$ cat src/sv/pkht_pkg.sv
// Shared types, codes and constants of the pointer-key hash table.
package pkht_pkg;

   localparam int KEY_BITS    = 64;
   localparam int OP_BITS     = 2;
   localparam int ID_BITS     = 32;
   localparam int STATUS_BITS = 3;

   // key mixer: xor-shift, multiply, xor-shift
   localparam logic [KEY_BITS-1:0] MIX_MULT  = 64'hff51afd7ed558ccd;
   localparam int                  MIX_SHIFT = 33;

   // load limit: a new key is taken only while (occupancy + 1) * LOAD_DEN < slots * LOAD_NUM
   localparam int LOAD_NUM = 3;
   localparam int LOAD_DEN = 4;

   localparam logic [OP_BITS-1:0] OP_INSERT = 2'd0;
   localparam logic [OP_BITS-1:0] OP_LOOKUP = 2'd1;
   localparam logic [OP_BITS-1:0] OP_CLEAR  = 2'd2;

   localparam logic [STATUS_BITS-1:0] ST_INSERTED  = 3'd0;
   localparam logic [STATUS_BITS-1:0] ST_UPDATED   = 3'd1;
   localparam logic [STATUS_BITS-1:0] ST_FOUND     = 3'd2;
   localparam logic [STATUS_BITS-1:0] ST_NOT_FOUND = 3'd3;
   localparam logic [STATUS_BITS-1:0] ST_FULL      = 3'd4;
   localparam logic [STATUS_BITS-1:0] ST_CLEARED   = 3'd5;

   // partial product select of the 64-bit multiply
   localparam logic [1:0] MUL_LO_LO = 2'd0;
   localparam logic [1:0] MUL_LO_HI = 2'd1;
   localparam logic [1:0] MUL_HI_LO = 2'd2;

   typedef struct packed {
      logic                   capture;
      logic                   sweep_start;
      logic                   mul_en;
      logic [1:0]             mul_sel;
      logic                   acc_load;
      logic                   acc_add;
      logic                   hash_load;
      logic                   rd_en;
      logic                   advance;
      logic                   wr_slot;
      logic                   occ_inc;
      logic                   sweep_step;
      logic                   occ_clr;
      logic                   rsp_load;
      logic [STATUS_BITS-1:0] rsp_status;
   } pkht_cmd_type;

   typedef struct packed {
      logic slot_valid;
      logic key_match;
      logic probe_last;
      logic load_full;
      logic sweep_last;
      logic rsp_free;
   } pkht_sts_type;

endpackage

$ cat src/sv/pkht_controller.sv
// Hash table controller: sequences hashing, probing, clearing and the response.
module pkht_controller (
   input  logic                           clock,
   input  logic                           reset,
   input  logic                           req_valid,
   input  logic [pkht_pkg::OP_BITS-1:0]   req_op,
   output logic                           req_ready,
   output pkht_pkg::pkht_cmd_type         cmd,
   input  pkht_pkg::pkht_sts_type         sts
);
   import pkht_pkg::*;

   localparam logic [3:0] S_INIT  = 4'd0;
   localparam logic [3:0] S_IDLE  = 4'd1;
   localparam logic [3:0] S_MUL0  = 4'd2;
   localparam logic [3:0] S_MUL1  = 4'd3;
   localparam logic [3:0] S_MUL2  = 4'd4;
   localparam logic [3:0] S_MUL3  = 4'd5;
   localparam logic [3:0] S_HASH  = 4'd6;
   localparam logic [3:0] S_READ  = 4'd7;
   localparam logic [3:0] S_CHECK = 4'd8;
   localparam logic [3:0] S_CLEAR = 4'd9;
   localparam logic [3:0] S_DONE  = 4'd10;

   logic [3:0]             state_ff, state_in;
   logic [OP_BITS-1:0]     op_ff, op_in;
   logic [STATUS_BITS-1:0] result_ff, result_in;
   logic                   is_lookup;

   assign req_ready = state_ff == S_IDLE;
   assign is_lookup = op_ff == OP_LOOKUP;

   always_comb begin
      state_in  = state_ff;
      op_in     = op_ff;
      result_in = result_ff;
      cmd       = '0;
      case (state_ff)
         S_INIT: begin
            cmd.sweep_step = 1'b1;
            if (sts.sweep_last) begin
               cmd.occ_clr = 1'b1;
               state_in    = S_IDLE;
            end
         end
         S_IDLE: begin
            if (req_valid) begin
               cmd.capture = 1'b1;
               op_in       = req_op;
               case (req_op)
                  OP_INSERT, OP_LOOKUP: state_in = S_MUL0;
                  OP_CLEAR: begin
                     cmd.sweep_start = 1'b1;
                     state_in        = S_CLEAR;
                  end
                  default: begin
                     result_in = ST_NOT_FOUND;
                     state_in  = S_DONE;
                  end
               endcase
            end
         end
         S_MUL0: begin
            cmd.mul_en  = 1'b1;
            cmd.mul_sel = MUL_LO_LO;
            state_in    = S_MUL1;
         end
         S_MUL1: begin
            cmd.mul_en   = 1'b1;
            cmd.mul_sel  = MUL_LO_HI;
            cmd.acc_load = 1'b1;
            state_in     = S_MUL2;
         end
         S_MUL2: begin
            cmd.mul_en  = 1'b1;
            cmd.mul_sel = MUL_HI_LO;
            cmd.acc_add = 1'b1;
            state_in    = S_MUL3;
         end
         S_MUL3: begin
            cmd.acc_add = 1'b1;
            state_in    = S_HASH;
         end
         S_HASH: begin
            cmd.hash_load = 1'b1;
            state_in      = S_READ;
         end
         S_READ: begin
            cmd.rd_en = 1'b1;
            state_in  = S_CHECK;
         end
         S_CHECK: begin
            state_in = S_DONE;
            if (!sts.slot_valid) begin
               if (is_lookup) begin
                  result_in = ST_NOT_FOUND;
               end else if (sts.load_full) begin
                  result_in = ST_FULL;
               end else begin
                  cmd.wr_slot = 1'b1;
                  cmd.occ_inc = 1'b1;
                  result_in   = ST_INSERTED;
               end
            end else if (sts.key_match) begin
               if (is_lookup) begin
                  result_in = ST_FOUND;
               end else begin
                  cmd.wr_slot = 1'b1;
                  result_in   = ST_UPDATED;
               end
            end else if (sts.probe_last) begin
               result_in = is_lookup ? ST_NOT_FOUND : ST_FULL;
            end else begin
               // occupied by another key: advance to the next slot
               cmd.advance = 1'b1;
               state_in    = S_READ;
            end
         end
         S_CLEAR: begin
            cmd.sweep_step = 1'b1;
            if (sts.sweep_last) begin
               cmd.occ_clr = 1'b1;
               result_in   = ST_CLEARED;
               state_in    = S_DONE;
            end
         end
         S_DONE: begin
            // hold the result until the response register frees up
            if (sts.rsp_free) begin
               cmd.rsp_load   = 1'b1;
               cmd.rsp_status = result_ff;
               state_in       = S_IDLE;
            end
         end
         default: state_in = S_IDLE;
      endcase
   end

   always_ff @(posedge clock) begin
      if (reset) begin
         state_ff  <= S_INIT;
         op_ff     <= OP_INSERT;
         result_ff <= ST_NOT_FOUND;
      end else begin
         state_ff  <= state_in;
         op_ff     <= op_in;
         result_ff <= result_in;
      end
   end

endmodule

$ cat config.mk
export PLATFORM = sky130hd
export DESIGN_NAME = pkht_controller
export DESIGN_NICKNAME = d
export VERILOG_FILES = /design/src/sv/pkht_pkg.sv /design/src/sv/pkht_controller.sv
export SDC_FILE = /design/constraint.sdc
export NUM_CORES = 1
export LEC_CHECK = 0
export BUFFER_PORTS_ARGS = -buffer_cell sky130_fd_sc_hd__clkbuf_2
export CAP_MARGIN = 20
export CELL_PAD_IN_SITES_DETAIL_PLACEMENT = 0
export CELL_PAD_IN_SITES_GLOBAL_PLACEMENT = 1
export CORE_MARGIN = 1.5
export CORE_UTILIZATION = 35
export DETAILED_ROUTE_END_ITERATION = 10
export PLACE_DENSITY_LB_ADDON = 0.05
export SYNTH_ARGS = -nofsm -noshare
export SYNTH_HDL_FRONTEND = slang
export SYNTH_SLANG_ARGS = --single-unit
$ cat constraint.sdc
create_clock -name clock -period 2.9 [get_ports clock]
set_input_delay 0.58 -clock clock [delete_from_list [all_inputs] [get_ports clock]]
set_output_delay 0.58 -clock clock [all_outputs]
set_load 0.01 [all_outputs]
==> impl_table.tex <==
\begin{tabular}{lr}
\hline
Metric & Value \\
\hline
\multicolumn{2}{l}{\textbf{Outcome}} \\
\quad Run status & complete, no violations \\
\multicolumn{2}{l}{\textbf{STA}} \\
\quad Highest Clock Rate & 433 MHz \\
\quad Min Hold Slack & 0.453 ns \\
\quad Transition time at the pin with the least slew margin & 0.565 ns \\
\quad Number of endpoints failing setup at the final stage & 0 \\
\quad Total Negative Setup Slacks & 0 ns \\
\quad Layout Skew & 0.00955 ns \\
\quad Relative slew margins & 0.623 \\
\quad Final WS setup & 0.590 ns \\
\quad Pins Over Slew Limit & 0 \\
\quad Final-report hold violation count & 0 \\
\quad Unrepaired setup endpoints after global routing & false \\
\quad Final worst-path cycle share & 0.797 \\
\quad Final min period & 2.31 ns \\
\multicolumn{2}{l}{\textbf{Clock network}} \\
\quad Setup Buffers After CTS & 0 \\
\quad Quantity of gates resized following cts & 0 \\
\quad Number of buffers added by the clock tree synthesis step & 3 \\
\quad Max H-tree Level & 1 \\
\quad Max Root-Sink Buffers & 2 \\
\quad Clock-pin slew on the worst setup and hold paths & 0.07 ns \\
\quad Sinks on the clock net & 9 \\
\quad CTS tree & done \\
\quad Clock root buffer & clkbuf\_4 \\
\quad Clock latency on the worst-skew pair & 0.25 ns \\
\quad Number of buffers inserted by hold repair at cts & 0 \\
\multicolumn{2}{l}{\textbf{Routing}} \\
\quad First-pass detailed-route iteration total & 4 \\
\quad Max layer used & met4 \\
\quad Via count of the routed design & 798 \\
\quad Residual antenna-violating net count after detailed routing & 0 \\
\quad Routed wirelength normalized by instance count & 11.1 um \\
\quad Met2 WL post-DR & 711 um \\
\quad Detailed route wirelength on metal3 & 100 um \\
\quad Routed length on met1 & 913 um \\
\quad DRC Markers & 0 \\
\quad Number of vias per cell after detailed routing & 5.08 \\
\quad Detailed-route wire length & 1740 um \\
\quad Count of routing violations after the opening detailed-route iteration & 8 \\
\multicolumn{2}{l}{\textbf{GRT}} \\
\quad Vias in the first global route & 675 \\
\quad Antenna violations before repair & 0 \\
\quad Largest net degree at the start of global routing & 19 \\
\quad First-pass GRT wire length & 2880 um \\
\quad GRT Resource Usage Total & 0.147 \\
\quad Gr ovfl total & 0 \\
\multicolumn{2}{l}{\textbf{Placed design}} \\
\quad IO buf count & 29 \\
\quad Worst-case setup slack after placement & 0.806 ns \\
\quad Routability cong. & 0.739 \\
\quad Placed wire-length estimate after detailed placement & 1390 um \\
\multicolumn{2}{l}{\textbf{Die}} \\
\quad Full die area & 0.00246 mm2 \\
\quad Core area & 0.00200 mm2 \\
\quad Number of ports placed on the die boundary & 30 \\
\quad Number of rows created at floorplan & 16 \\
\quad Die H & 49.6 um \\
\quad Starting Density & 0.379 \\
\quad Width of the chip & 49.6 um \\
\multicolumn{2}{l}{\textbf{Logic synthesis}} \\
\quad Share of Yosys cell area claimed by the top area cell type & 0.237 \\
\quad Library cell with the largest summed area after synthesis & dfxtp\_1 \\
\quad Seq/Total Area, Yosys & 0.237 \\
\quad Post-synthesis average cell area & 7.30 um2 \\
\quad Number of synthesis warnings & 0 \\
\quad Top cells by area in the synthesized netlist & dfxtp\_1, nand2\_1, nor2\_1 \\
\quad Synth unique cells & 39 \\
\quad Count of state elements after synthesis & 9 \\
\quad Mapped Area & 759 um2 \\
\quad Ys flop type & dfxtp\_1 \\
\quad Proportion of register bits with asynchronous set or reset after synthesis & 0 \\
\quad Cells after synthesis & 104 \\
\quad EDFF count, synth & 0 \\
\quad Syn nets & 115 \\
\multicolumn{2}{l}{\textbf{Critical path}} \\
\quad Number of buffer and inverter instances along the worst setup path & 1 \\
\quad CP Cell Sequence & nor4b\_4, nand2\_1, nor2\_1, clkbuf\_2 \\
\quad Maximum fanout along the worst path & 18 \\
\quad Crit Path Category & flop to primary output \\
\quad Critical path startpoint category & flop \\
\quad Worst path top cell family by delay & flip-flops \\
\quad Critical path's slowest cell & dfxtp\_1 \\
\quad Element type at the critical path end & primary output \\
\quad Slowest cell delay on critical path & 0.67 ns \\
\quad Worst Path Arrival & 1.73 ns \\
\quad Endpoint required time on the critical path & 2.32 ns \\
\multicolumn{2}{l}{\textbf{Pwr}} \\
\quad Maximum resistive drop on vdd & 247 uV \\
\quad Leak Pwr & 0.399 nW \\
\quad Total power per unit cell area & 627 mW/mm2 \\
\multicolumn{2}{l}{\textbf{Layout}} \\
\quad N\_diodes & 0 \\
\quad Layout-stage area growth over the synthesis result & 23.4\% \\
\quad Share of layout cells above drive strength 1 & 0.292 \\
\quad Final nets & 142 \\
\multicolumn{2}{l}{\textbf{Job}} \\
\quad Number of max-cap violations & 0 \\
\multicolumn{2}{l}{\textbf{Hold path}} \\
\quad Path type of the worst min-delay path & flop to flop \\
\hline
\end{tabular}
-- layout make-up --
| cell class | instances | area (um2) |
|---|---|---|
| inverters | 3 | 11.3 |
| multi-input cells | 84 | 533 |
| repair buffers | 30 | 153 |
| flip-flops and latches | 9 | 180 |
| fillers | 212 | 1060 |
| clock buffers | 4 | 26.3 |
| well taps | 27 | 33.8 |
-- registers in the layout, indices dropped and copies added, names as in the netlist --
register	cells
op_ff	2
result_ff	3
state_ff	4
-- worst paths after layout --
| kind | endpoint | slack, ns | startpoint | depth (start not counted) |
|---|---|---|---|---|
| min reg2reg | op_ff[1] | 0.45 | op_ff[1] | 2 |
| max | cmd[16] | 0.59 | state_ff[0] | 4 |
| max reg2reg | result_ff[0] | 1.00 | state_ff[0] | 5 |
| min | op_ff[1] | 0.45 | op_ff[1] | 2 |
-- worst register-to-register path: stages (launching register included) --
cell and delay [ns]:
dfxtp_1 0.67, nor4b_4 0.38, nand4_1 0.16, a21oi_2 0.24
nor2b_1 0.07, a211o_1 0.26
-- report_power, final --
group | leakage, nW | internal, mW | switching, mW | total (mW)
sequential | 0.0732 | 0.146 | 0.0567 | 0.202
combinational | 0.311 | 0.136 | 0.155 | 0.291
clock | 0.0150 | 0.0528 | 0.0412 | 0.0939
total | 0.399 | 0.335 | 0.253 | 0.587
-- synthesized netlist by cell type (3+ instances only) --
library cell,n
a21oi_1,4
and2_1,5
nor3_1,4
clkbuf_1,3
o21ai_1,3
o21ai_0,5
nand2_1,13
nand2b_1,4
buf_2,4
inv_1,3
nor2_1,12
dfxtp_1,9
nor3b_1,4
-- metrics by stage --
| step | power (mW) | instances | utilization | area (um2) |
|---|---|---|---|---|
| 2_1_floorplan | 0.424 | 104 | - | 759 |
| 3_3_place_gp | 0.500 | 153 | 0.455 | 911 |
| 3_5_place_dp | 0.498 | 153 | 0.455 | 911 |
| 4_1_cts | 0.595 | 157 | 0.468 | 937 |
| 5_1_grt | 0.638 | 157 | 0.468 | 937 |
| 6_report | 0.587 | 157 | 0.468 | 937 |
-- cell usage in the layout (no fill, tap or decap), drive strengths merged, types with 2 or more instances in the layout --
| cell type | n |
|---|---|
| o31ai | 2 |
| nor4b | 3 |
| nor3b | 4 |
| dfxtp | 9 |
| and3 | 2 |
| mux2i | 2 |
| inv | 3 |
| o21ai | 8 |
| nand2b | 4 |
| nor2 | 12 |
| nor3 | 4 |
| clkbuf | 33 |
| nand2 | 13 |
| and2 | 5 |
| a21oi | 5 |
| xor2 | 2 |
| nor2b | 2 |
-- layer usage --
| layer | vias to the layer above | global-route usage |
|---|---|---|
| li1 | 422 | - |
| met1 | 350 | 0.210 |
| met2 | 24 | 0.224 |
| met3 | 2 | 0.0273 |
| met4 | 0 | 0.0417 |
| met5 | - | 0 |
-- cells by family after synthesis --
family                 synth area share
multiplexers                     0.0412
buffers and inverters            0.0609
XOR/XNOR                         0.0346
flip-flops                        0.237
AND/OR/NAND/NOR                   0.420
AO/OA/AOI/OAI                     0.206
No activity file was read; power rests on OpenSTA's default activity.
